==> src/rtl/msb_bit_field_reader_core_assert.svh <==
// assertion macros for the msb bit field reader core
// used by the rtl modules that check their own invariants; no other dependencies
`ifndef MSB_BIT_FIELD_READER_CORE_ASSERT_SVH
`define MSB_BIT_FIELD_READER_CORE_ASSERT_SVH

`ifndef SYNTHESIS
// checked property, disabled while reset is asserted
`define MSBR_ASSERT(lbl, prop, msg) \
  lbl: assert property (@(posedge clk_i) disable iff (!rst_ni) (prop)) else $error(msg);
// checked property, also active during reset
`define MSBR_ASSERT_ALWAYS(lbl, prop, msg) \
  lbl: assert property (@(posedge clk_i) (prop)) else $error(msg);
`else
`define MSBR_ASSERT(lbl, prop, msg)
`define MSBR_ASSERT_ALWAYS(lbl, prop, msg)
`endif

`endif

==> src/rtl/msbr_pkg.sv <==
// shared types and constants for the msb bit field reader core
// no dependencies; used by msbr_seq and msb_bit_field_reader_core
`default_nettype none

package msbr_pkg;

  // command codes carried in tuser
  typedef enum logic [3:0] {
    ACT_LOAD      = 4'd0,
    ACT_RD_BITS   = 4'd1,
    ACT_RD_SBITS  = 4'd2,
    ACT_RD_BYTES  = 4'd3,
    ACT_DROP      = 4'd4,
    ACT_TAG_BEGIN = 4'd5,
    ACT_TAG_FLUSH = 4'd6,
    ACT_SKIP      = 4'd7,
    ACT_CLEAR     = 4'd8
  } action_e;

  // sequencer states
  typedef enum logic [1:0] {
    ST_IDLE = 2'd0,
    ST_BUSY = 2'd1,
    ST_DONE = 2'd2
  } state_e;

  localparam int unsigned BYTE_BITS      = 8;
  localparam int unsigned MAX_BITS       = 32;
  localparam int unsigned MAX_READ_BYTES = 4;
  localparam logic [15:0] INDEX_MAX      = 16'hFFFF;

  // one command as unpacked from the input transfer
  typedef struct packed {
    logic [3:0]  action;
    logic [7:0]  byte_in;
    logic [5:0]  nbits;
    logic [15:0] count;
  } cmd_t;

  // one result before it is packed into the output transfer
  typedef struct packed {
    logic [31:0] value;
    logic        underflow;
    logic        end_seen;
    logic        tag_done;
    logic        load_dropped;
  } res_t;

endpackage

`default_nettype wire

==> src/rtl/msbr_seq.sv <==
// command sequencer of the msb bit field reader: reader state and fetch pipeline
// depends on msbr_pkg and msb_bit_field_reader_core_assert.svh; drives msbr_mem
`default_nettype none
`include "msb_bit_field_reader_core_assert.svh"

module msbr_seq #(
  parameter int unsigned BUFFER_BYTES = 4096,
  parameter int unsigned AW           = 12,
  parameter int unsigned FW           = 13
) (
  input  wire logic          clk_i,
  input  wire logic          rst_ni,
  // command side
  input  wire logic          cmd_valid_i,
  output logic               cmd_ready_o,
  input  wire msbr_pkg::cmd_t cmd_i,
  // result side
  output logic               res_valid_o,
  input  wire logic          res_ready_i,
  output msbr_pkg::res_t     res_o,
  // byte store
  output logic               mem_we_o,
  output logic [AW-1:0]      mem_waddr_o,
  output logic [7:0]         mem_wdata_o,
  output logic               mem_re_o,
  output logic [AW-1:0]      mem_raddr_o,
  input  wire logic [7:0]    mem_rdata_i
);

  function automatic logic [7:0] mask8(input logic [2:0] k);
    mask8 = 8'((9'd1 << k) - 9'd1);
  endfunction

  function automatic logic [31:0] mask32(input logic [5:0] k);
    mask32 = 32'((33'd1 << k) - 33'd1);
  endfunction

  msbr_pkg::state_e state_q, state_d;
  logic [FW-1:0] fill_q, fill_d;
  logic [15:0]   ridx_q, ridx_d;
  logic [7:0]    lbits_q, lbits_d;
  logic [2:0]    lcnt_q, lcnt_d;
  logic [15:0]   tag_q, tag_d;
  logic          end_q, end_d;
  logic          unf_q, unf_d;
  logic          drop_q, drop_d;
  logic [31:0]   acc_q, acc_d;
  logic [3:0]    act_q, act_d;
  logic [5:0]    nbits_q, nbits_d;
  logic [2:0]    iss_q, iss_d;
  logic [2:0]    part_q, part_d;
  logic [1:0]    bpos_q, bpos_d;
  logic          pend_q, pend_d;
  logic          pend_ok_q, pend_ok_d;
  logic          pend_last_q, pend_last_d;

  // command decode helpers
  logic [5:0]  nb;
  logic [2:0]  t0;
  logic [2:0]  new_lc;
  logic [5:0]  rem;
  logic [5:0]  rem_up;
  logic [2:0]  nfetch;
  logic [15:0] skip_n;
  logic [16:0] skip_sum;
  logic        fetch_ok;
  logic [7:0]  fbyte;
  logic [2:0]  keep;
  logic        sign_bit;

  assign nb       = (cmd_i.nbits > 6'(msbr_pkg::MAX_BITS)) ? 6'(msbr_pkg::MAX_BITS)
                                                            : cmd_i.nbits;
  assign t0       = (nb < {3'b000, lcnt_q}) ? nb[2:0] : lcnt_q;
  assign new_lc   = lcnt_q - t0;
  assign rem      = nb - {3'b000, t0};
  assign rem_up   = rem + 6'd7;
  assign nfetch   = rem_up[5:3];
  assign skip_n   = (msbr_pkg::action_e'(cmd_i.action) == msbr_pkg::ACT_TAG_FLUSH) ? tag_q
                                                                                   : cmd_i.count;
  assign skip_sum = {1'b0, ridx_q} + {1'b0, skip_n};
  assign fetch_ok = ({1'b0, ridx_q} < 17'(fill_q)) && (ridx_q != msbr_pkg::INDEX_MAX);
  assign fbyte    = pend_ok_q ? mem_rdata_i : 8'h00;
  assign keep     = 3'(4'd8 - {1'b0, part_q});

  // next state and datapath
  always_comb begin
    state_d     = state_q;
    fill_d      = fill_q;
    ridx_d      = ridx_q;
    lbits_d     = lbits_q;
    lcnt_d      = lcnt_q;
    tag_d       = tag_q;
    end_d       = end_q;
    unf_d       = unf_q;
    drop_d      = drop_q;
    acc_d       = acc_q;
    act_d       = act_q;
    nbits_d     = nbits_q;
    iss_d       = iss_q;
    part_d      = part_q;
    bpos_d      = bpos_q;
    pend_d      = 1'b0;
    pend_ok_d   = pend_ok_q;
    pend_last_d = pend_last_q;
    mem_we_o    = 1'b0;
    mem_waddr_o = fill_q[AW-1:0];
    mem_wdata_o = cmd_i.byte_in;
    mem_re_o    = 1'b0;
    mem_raddr_o = ridx_q[AW-1:0];

    case (state_q)
      msbr_pkg::ST_IDLE: begin
        if (cmd_valid_i) begin
          act_d   = cmd_i.action;
          nbits_d = nb;
          acc_d   = '0;
          unf_d   = 1'b0;
          drop_d  = 1'b0;
          bpos_d  = '0;
          part_d  = '0;
          state_d = msbr_pkg::ST_DONE;
          case (msbr_pkg::action_e'(cmd_i.action))
            msbr_pkg::ACT_LOAD: begin
              if (fill_q < FW'(BUFFER_BYTES)) begin
                mem_we_o = 1'b1;
                fill_d   = fill_q + FW'(1);
              end else begin
                drop_d = 1'b1;
              end
            end
            msbr_pkg::ACT_RD_BITS, msbr_pkg::ACT_RD_SBITS: begin
              // leftover bits go first, then whole or partial bytes
              acc_d   = {24'h0, lbits_q >> new_lc};
              lcnt_d  = new_lc;
              lbits_d = lbits_q & mask8(new_lc);
              iss_d   = nfetch;
              part_d  = rem[2:0];
              if (nfetch != 3'd0) begin
                state_d = msbr_pkg::ST_BUSY;
              end
            end
            msbr_pkg::ACT_RD_BYTES: begin
              iss_d = (cmd_i.count > 16'(msbr_pkg::MAX_READ_BYTES))
                      ? 3'(msbr_pkg::MAX_READ_BYTES) : cmd_i.count[2:0];
              if (cmd_i.count != 16'd0) begin
                state_d = msbr_pkg::ST_BUSY;
              end
            end
            msbr_pkg::ACT_DROP: begin
              lcnt_d  = '0;
              lbits_d = '0;
            end
            msbr_pkg::ACT_TAG_BEGIN: begin
              tag_d = cmd_i.count;
            end
            msbr_pkg::ACT_TAG_FLUSH, msbr_pkg::ACT_SKIP: begin
              ridx_d = skip_sum[16] ? msbr_pkg::INDEX_MAX : skip_sum[15:0];
              tag_d  = (skip_n >= tag_q) ? 16'd0 : tag_q - skip_n;
            end
            msbr_pkg::ACT_CLEAR: begin
              fill_d = '0;
              ridx_d = '0;
            end
            default: begin
            end
          endcase
        end
      end

      msbr_pkg::ST_BUSY: begin
        // issue side: one byte fetch per cycle
        if (iss_q != 3'd0) begin
          if (fetch_ok) begin
            mem_re_o = 1'b1;
            ridx_d   = ridx_q + 16'd1;
            if (tag_q != 16'd0) begin
              tag_d = tag_q - 16'd1;
            end
          end else begin
            end_d = 1'b1;
            unf_d = 1'b1;
          end
          pend_d      = 1'b1;
          pend_ok_d   = fetch_ok;
          pend_last_d = (iss_q == 3'd1);
          iss_d       = iss_q - 3'd1;
        end
        // return side: merge the byte whose read was issued in the previous cycle
        if (pend_q) begin
          if (msbr_pkg::action_e'(act_q) == msbr_pkg::ACT_RD_BYTES) begin
            acc_d  = acc_q | (32'(fbyte) << {bpos_q, 3'b000});
            bpos_d = bpos_q + 2'd1;
          end else if (pend_last_q && (part_q != 3'd0)) begin
            acc_d   = (acc_q << part_q) | 32'(fbyte >> keep);
            lcnt_d  = keep;
            lbits_d = fbyte & mask8(keep);
          end else begin
            acc_d = {acc_q[23:0], fbyte};
          end
          if (pend_last_q) begin
            state_d = msbr_pkg::ST_DONE;
          end
        end
      end

      msbr_pkg::ST_DONE: begin
        if (res_ready_i) begin
          state_d = msbr_pkg::ST_IDLE;
        end
      end

      default: begin
        state_d = msbr_pkg::ST_IDLE;
      end
    endcase
  end

  // control and reader state
  always_ff @(posedge clk_i or negedge rst_ni) begin
    if (!rst_ni) begin
      state_q   <= msbr_pkg::ST_IDLE;
      fill_q    <= '0;
      ridx_q    <= '0;
      lbits_q   <= '0;
      lcnt_q    <= '0;
      tag_q     <= '0;
      end_q     <= 1'b0;
      iss_q     <= '0;
      pend_q    <= 1'b0;
    end else begin
      state_q   <= state_d;
      fill_q    <= fill_d;
      ridx_q    <= ridx_d;
      lbits_q   <= lbits_d;
      lcnt_q    <= lcnt_d;
      tag_q     <= tag_d;
      end_q     <= end_d;
      iss_q     <= iss_d;
      pend_q    <= pend_d;
    end
  end

  // per-command working registers
  always_ff @(posedge clk_i) begin
    unf_q       <= unf_d;
    drop_q      <= drop_d;
    acc_q       <= acc_d;
    act_q       <= act_d;
    nbits_q     <= nbits_d;
    part_q      <= part_d;
    bpos_q      <= bpos_d;
    pend_ok_q   <= pend_ok_d;
    pend_last_q <= pend_last_d;
  end

  // result, with sign extension of signed bit reads
  assign sign_bit = acc_q[5'(nbits_q - 6'd1)];

  always_comb begin
    res_o.value = acc_q;
    if ((msbr_pkg::action_e'(act_q) == msbr_pkg::ACT_RD_SBITS) && (nbits_q != 6'd0) &&
        (nbits_q < 6'(msbr_pkg::MAX_BITS)) && sign_bit) begin
      res_o.value = acc_q | ~mask32(nbits_q);
    end
    res_o.underflow    = unf_q;
    res_o.end_seen     = end_q;
    res_o.tag_done     = (tag_q == 16'd0);
    res_o.load_dropped = drop_q;
  end

  assign cmd_ready_o = (state_q == msbr_pkg::ST_IDLE);
  assign res_valid_o = (state_q == msbr_pkg::ST_DONE);

  // invariants
  `MSBR_ASSERT(a_fill_bound, fill_q <= FW'(BUFFER_BYTES), "fill count above buffer size")
  `MSBR_ASSERT(a_leftover_clean, (lbits_q >> lcnt_q) == 8'h00, "stale bits above leftover count")
  `MSBR_ASSERT(a_pend_from_busy, pend_q |-> $past(state_q) == msbr_pkg::ST_BUSY, "fetch return outside busy")
  `MSBR_ASSERT(a_index_step, (state_q == msbr_pkg::ST_BUSY) |=> (ridx_q == $past(ridx_q)) || (ridx_q == $past(ridx_q) + 16'd1), "read index jumped during fetch")

endmodule

`default_nettype wire

==> config.mk <==
export PLATFORM = sky130hd
export DESIGN_NAME = msbr_seq
export DESIGN_NICKNAME = d
export VERILOG_FILES = /design/src/rtl/msbr_pkg.sv /design/src/rtl/msbr_seq.sv
export VERILOG_INCLUDE_DIRS = /design/src /design/src/rtl
export SDC_FILE = /design/constraint.sdc
export NUM_CORES = 1
export LEC_CHECK = 0
export BUFFER_PORTS_ARGS = -buffer_cell sky130_fd_sc_hd__buf_2
export CAP_MARGIN = 20
export CORE_MARGIN = 1.5
export CORE_UTILIZATION = 38
export CTS_CLUSTER_DIAMETER = 30
export CTS_CLUSTER_SIZE = 16
export DETAILED_ROUTE_END_ITERATION = 8
export PLACE_DENSITY = 0.58
export SYNTH_ARGS = -nofsm -noshare
export SYNTH_HDL_FRONTEND = slang
export SYNTH_SLANG_ARGS = --single-unit
==> constraint.sdc <==
create_clock -name clk_i -period 3.91 [get_ports clk_i]
set_input_delay 0.1955 -clock clk_i [delete_from_list [all_inputs] [get_ports clk_i]]
set_output_delay 0.1955 -clock clk_i [all_outputs]
set_load 0.01 [all_outputs]
After elaboration in Yosys (flattened, before gate mapping). Cells that the tools add are included.

Add/subtract/negate cells: 15. Multipliers: 0. Div/mod/pow operators: 0. Order comparisons: 8. Eq/ne operators: 30. Shift-type cells: 7. Mux-type cells: 71. Bitwise operators: 7. Reductions and logical operators: 30.

Operator list (count): $mux W16 (10); $mux W32 (5); $pmux W16 S2 (4); $or A32 B32 Y32 (3); $pmux W32 S2 (1); $mux W8 (6); $not A32 Y32 (1); $pmux W8 S2 (2); $reduce_bool A16 Y1 (2); $shl A1 B6 Y32 const A (1); $shl A32 B3 Y32 (1); $shl A8 B5 Y32 (1); $shr A8 B3 Y32 (1); $sub A32 B1 Y32 const B (1); $pmux W13 S2 (1); $mux W3 (8); $pmux W3 S2 (4); $ne A2 B2 Y1 const B (11); $reduce_and A4 Y1 (5); $mux W2 (9); $add A16 B16 Y17 (1); $add A16 B1 Y16 const B (1); $and A8 B8 Y8 (2); $eq A4 B2 Y1 const B (4); other kinds (50) (83).

Flip-flop bits (word level): 114. Latch bits: 0. Memory bits (writable): 0. ROM bits: 0. Bits of input ports: 46. Output and inout port bits: 72. Logic and storage cells: 186. Memories: 0.

Logic depth before layout (Yosys ltp).
Word-level depth: 11. Depth in mapped cells: 21. Depth with buffers taken out: 18.

Worst setup path after synthesis. OpenSTA, ideal clock, no wires.

Kind: input -> register. From: in cmd_i[33] in the netlist's numbering. To: reg ridx_q[12]. Setup time: 126 ps. Arrival time: 3764 ps. Required time: 3784 ps. Slack: 20 ps. Cell stages on the path: 16. Path buffers: 3. Cells stage by stage: clkbuf_1 -> nor2b_1 -> nand2_1 -> buf_2 -> nor2_1 -> buf_2 -> mux2i_1 -> inv_1 -> ha_1 -> a21o_1 -> a21o_1 -> a2111o_1 -> a211oi_1 -> or2_2 -> nand4_1 -> a221o_1.

Word-level cells in the longest chain between the ends: 7. Elaborated cells between the ends (all ways): 12. Classes of those cells: add/sub (1); eq/ne (4); mux (5); reduce/logical (2).

RTL lines: start: declaration (line msbr_seq.sv:16) `input wire msbr_pkg::cmd_t cmd_i,`; $eq A4 B3 Y1 (line msbr_seq.sv:78, msbr_seq.sv:122); $mux W16 (line msbr_seq.sv:78) `assign skip_n = (msbr_pkg::action_e'(cmd_i.action) == msbr_pkg::ACT_TAG_FLUSH) ? tag_q`; $add A16 B16 Y17 (line msbr_seq.sv:80) `assign skip_sum = {1'b0, ridx_q} + {1'b0, skip_n};`; $mux W16 (line msbr_seq.sv:157) `ridx_d = skip_sum[16] ? msbr_pkg::INDEX_MAX : skip_sum[15:0];`; $pmux W16 S2 (line msbr_seq.sv:122) `case (msbr_pkg::action_e'(cmd_i.action))`; $mux W16 (line msbr_seq.sv:113) `if (cmd_valid_i) begin`; $pmux W16 S2 (line msbr_seq.sv:111) `case (state_q)`; end signal: assignment (line msbr_seq.sv:233) `ridx_q <= ridx_d;`; end: declaration (line msbr_seq.sv:40) `logic [15:0] ridx_q, ridx_d;`.

Parallel ways exist; a longest one is shown, timed or not. The select of a mux whose other input is x is not followed. A chain may end at the register's enable or synchronous reset.

==> results by stage <==
STA:
- The total count of hold-check failures in the final report was 0.
- At the pin with the least slew margin, the transition time is around 0.89 ns.
- The number of max-slew violations in the final report is 0.
- Headroom to the max-slew limit came out at 0.405.
- The final-layout setup total negative slack is 0 ns.
- The final hold slack is ~0.074 ns.
- Timing would allow up to 271 MHz.
- Setup repair after global routing could not meet its margin everywhere.
- After layout, the minimum clock period comes to 3.70 ns.
- The share of the clock period used by the worst path is 0.945.
- Setup violations remaining at the end of the flow were counted as 0.
- The clock arrives with between 0.009 and 0.01 ns of skew.

Setup path:
- Following the worst setup path forward leads to its endpoint at res_o[30].
- Along the worst path, the maximum fanout reaches 11.
- The endpoint of the worst register-to-register path is iss_q[2].
- The reg-to-reg startpoint is lcnt_q[1].
- The critical path starts at nbits_q[0].
- The slack of the worst reg-to-reg path is 0.23 ns.
- For the worst setup path, the data arrival time is 3.50 ns.
- Data on the critical path is required at its endpoint by 3.71 ns.
- STA classifies the critical path startpoint as a flip-flop.
- For the worst flop-to-flop path, the logic depth is 17.
- STA classifies the critical path endpoint as an output port.
- The worst setup path is of the flip-flop to output port kind.

Synth:
- The number of distinct library cell variants in the gate-level netlist after synthesis is 92.
- The synthesized area per cell is 8.03 sq um.
- The cell area that synthesis handed to floorplanning was roughly 0.012 sq mm.
- The number of warning messages in the yosys log is 0.
- The number of flops mapped to enable cells by yosys is 51.
- By count the netlist is led by sky130_fd_sc_hd__nand2_1, sky130_fd_sc_hd__a21oi_1, sky130_fd_sc_hd__nor2_1, sky130_fd_sc_hd__o21ai_0, sky130_fd_sc_hd__ha_1.
- The share of the yosys chip area belonging to registers is 0.249.
- Synthesis inferred 114 register bits.
- The library cell with the highest instance count after synthesis is sky130_fd_sc_hd__nand2_1.
- The cell type contributing the most total cell area after synthesis is sky130_fd_sc_hd__dfrtp_1.
- Counting every net in the synthesized netlist gives between 1500 and 2000.
- The fraction of registers with async set/reset is 0.553.
- The cell count after synthesis came out at 1552.
- After synthesis, the cell types taking the most area are sky130_fd_sc_hd__dfrtp_1, sky130_fd_sc_hd__edfxtp_1, sky130_fd_sc_hd__ha_1.
- For this run, the leading register cell type out of synthesis is sky130_fd_sc_hd__dfrtp_1.
- The share of the synthesized area in the top cell type is 0.126.

Clock tree:
- CTS built an H-tree with a depth of 4.
- Clock-pin slew was measured on the worst setup and hold paths at 0.06 ns.
- At the later pin of the worst-skew pair, clock insertion delay measures 0.43 ns.
- Counting the buffers created by CTS gives 17.
- For this design, the sink count on the clock tree is 114.
- The library cell used as clock root buffer is sky130_fd_sc_hd__clkbuf_16.
- The CTS tree is built.
- Counting along the longest clock path gives a buffer depth of 2.
- The number of buffers added for setup after CTS is 0.

Power:
- For this design the ratio of total power to cell area is 753 mW/mm^2.
- Internal power comes to 5.59 mW.
- The portion of total power attributed to the clock network is 0.157.
- The part of the total power dissipated in combinational logic is 0.611.
- The worst-case IR drop observed on VDD is 0.448 mV.
- For this design the total switching power over the nets is 5.01 mW.
- Of the total power, the share spent switching nets is 0.472.
- The sequential group share of total power is 0.231.
- The leakage power is just under 6 nW.

Floorplanning:
- Measured along the y axis, the die boundary spans 184 um.
- The chip width is approximately 180 um.
- The initial utilization of the core area, before any placement, comes to 0.384.
- The number of standard-cell rows in the floorplan is 66.
- After floorplanning, the core was sized to cover between 0.03 and 0.04 sq mm.
- In this run the count of I/O pins placed on the die edge is 118.
- The die area is 0.0339 sq mm.

Layout:
- The share of final-layout standard cells stronger than drive strength 1 is 0.170.
- For this run, the number of standard cells in the final layout without fillers is a little over 2000.
- In the final design database the tool counted between 1500 and 2000 nets.
- The finished layout cell area is 0.0141 sq mm.
- The area growth from synthesis to final layout is 13.0%.

Global route:
- The pin count of the biggest net entering global routing is 75.
- Global routing finished with a remaining overflow of 0.
- The first global-routing pass estimated 65.2 mm of wire.
- The total global-route track usage is 0.246.
- The number of global-route vias before repair came to 11500.
- The initial antenna violation count came to 2.

Detailed routing:
- The total length of routed wires is 41.4 mm.
- In the routed layout, each cell is associated on average with a via count of 5.93.
- The iteration count of the initial detailed-routing pass is 5.
- The count of vias placed by the detailed router is 12300.
- After detailed routing, the average wire length per cell comes to 20.0 um.
- For this block, the initial DRC count from the detailed router was between 1000 and 1500.
- The count of nets left with antenna violations once routing finished came out at 0.
- The total DRC errors in the routed layout is 0.

Place:
- At the end of routability-driven placement, the weighted congestion stood at 0.972.
- In this run, placement finished with an instance count of between 2000 and 2500.
- The total placed instance area is 0.0134 sq mm.
- The HPWL after detailed placement is roughly 31 mm.
- Buffers placed on the I/O ports in this run total 101.

Status:
- The run finished with clean final reports.

Min path:
- The type of the tightest min-delay check is input port to flip-flop.

Run:
- The number of maximum-capacitance constraint violations is 0.
-- routing by layer --
metal	part of all wire	vias up	GRT usage
met5	0.00022	-	0
met4	0.031	2	0.0908
met3	0.060	83	0.0310
met2	0.47	454	0.398
met1	0.44	5897	0.335
li1	-	5843	-
-- power by group through the flow --
| stage | Clock [mW] | Combinational, mW | Sequential (mW) |
|---|---|---|---|
| after floorplan | 0 | 4.90 | 2.13 |
| after global placement | 0 | 6.32 | 2.45 |
| after detailed placement | 0 | 6.38 | 2.46 |
| after CTS | 1.69 | 6.43 | 2.44 |
| after global routing | 1.74 | 7.16 | 2.52 |
| final | 1.67 | 6.48 | 2.45 |
-- layout make-up --
cell class,count,area (sq um)
fillers,3293,18400
multi-input cells,1229,8420
flip-flops and latches,114,3110
repair buffers,179,1090
well taps,442,553
clock buffers,26,543
inverters,74,278
clock inverters,6,85.1
diodes,1,2.50
-- kinds of logic after synthesis --
group	share of synthesized area
DFF	0.249
buffers and inverters	0.0777
AOI/OAI and AO/OA	0.254
adders and majority gates	0.0777
xor gates and xnor gates	0.0413
muxes	0.0916
and+or+nand+nor	0.208
-- per-stage QoR --
| step | worst slack [ns] | util | total power [mW] |
|---|---|---|---|
| floorplan | 0.0204 | - | 7.03 |
| global placement | 0.154 | 0.414 | 8.78 |
| finish | 0.215 | 0.434 | 10.6 |
| global route | -0.164 | 0.434 | 11.4 |
| detailed placement | 0.0699 | 0.414 | 8.84 |
| CTS | 0.0469 | 0.434 | 10.6 |
-- state kept, by name, summed over array words and instances (netlist names) --
name         count
part_q           3
act_q            4
lcnt_q           3
iss_q            3
unf_q            1
pend_q           1
pend_last_q      1
pend_ok_q        1
nbits_q          6
fill_q          13
tag_q           16
acc_q           32
lbits_q          8
end_q            1
state_q          2
drop_q           1
ridx_q          16
bpos_q           2
-- how the worst min path moves through the flow --
stage	start	to	slack [ns]	depth (start not counted)
global placement	rst_ni	ridx_q[14]	0.14	1
floorplan	rst_ni	end_q	-0.10	0
detailed placement	rst_ni	ridx_q[14]	0.14	1
CTS	cmd_i[15]	tag_q[15]	0.06	3
global route	cmd_i[15]	tag_q[15]	0.09	3
finish	cmd_i[15]	tag_q[15]	0.07	3
-- critical path: stages (launching register included) --
cell,delay (ns)
sky130_fd_sc_hd__edfxtp_1,0.45
sky130_fd_sc_hd__inv_1,0.11
sky130_fd_sc_hd__ha_1,0.21
sky130_fd_sc_hd__ha_2,0.38
sky130_fd_sc_hd__a21o_1,0.27
sky130_fd_sc_hd__nor3_1,0.09
sky130_fd_sc_hd__o311a_1,0.42
sky130_fd_sc_hd__nand3b_1,0.20
sky130_fd_sc_hd__buf_4,0.15
sky130_fd_sc_hd__nor2_1,0.04
sky130_fd_sc_hd__nor4b_1,0.28
sky130_fd_sc_hd__nor2_1,0.15
sky130_fd_sc_hd__a21o_1,0.20
sky130_fd_sc_hd__buf_2,0.13
-- what timing repair did --
action,in CTS,in global routing
endpoints found under the hold margin,15,0
hold buffers,1,0
gates resized for setup,0,4
setup endpoints to repair,0,12
-- cell usage in the layout (no fill, tap or decap), types with 33 or more instances in the layout --
master / Yosys / final
sky130_fd_sc_hd__a211oi_1: 60 / 59
sky130_fd_sc_hd__a21o_1: 41 / 41
sky130_fd_sc_hd__a21oi_1: 122 / 120
sky130_fd_sc_hd__buf_2: 16 / 101
sky130_fd_sc_hd__buf_4: 39 / 77
sky130_fd_sc_hd__dfrtp_1: 63 / 63
sky130_fd_sc_hd__edfxtp_1: 51 / 51
sky130_fd_sc_hd__ha_1: 71 / 70
sky130_fd_sc_hd__inv_1: 70 / 70
sky130_fd_sc_hd__mux4_2: 33 / 33
sky130_fd_sc_hd__nand2_1: 171 / 171
sky130_fd_sc_hd__nand3_1: 35 / 35
sky130_fd_sc_hd__nor2_1: 121 / 120
sky130_fd_sc_hd__nor3_1: 64 / 64
sky130_fd_sc_hd__o21ai_0: 111 / 109
sky130_fd_sc_hd__xnor2_1: 40 / 40
Note: power is estimated with default switching activity, not from simulation.
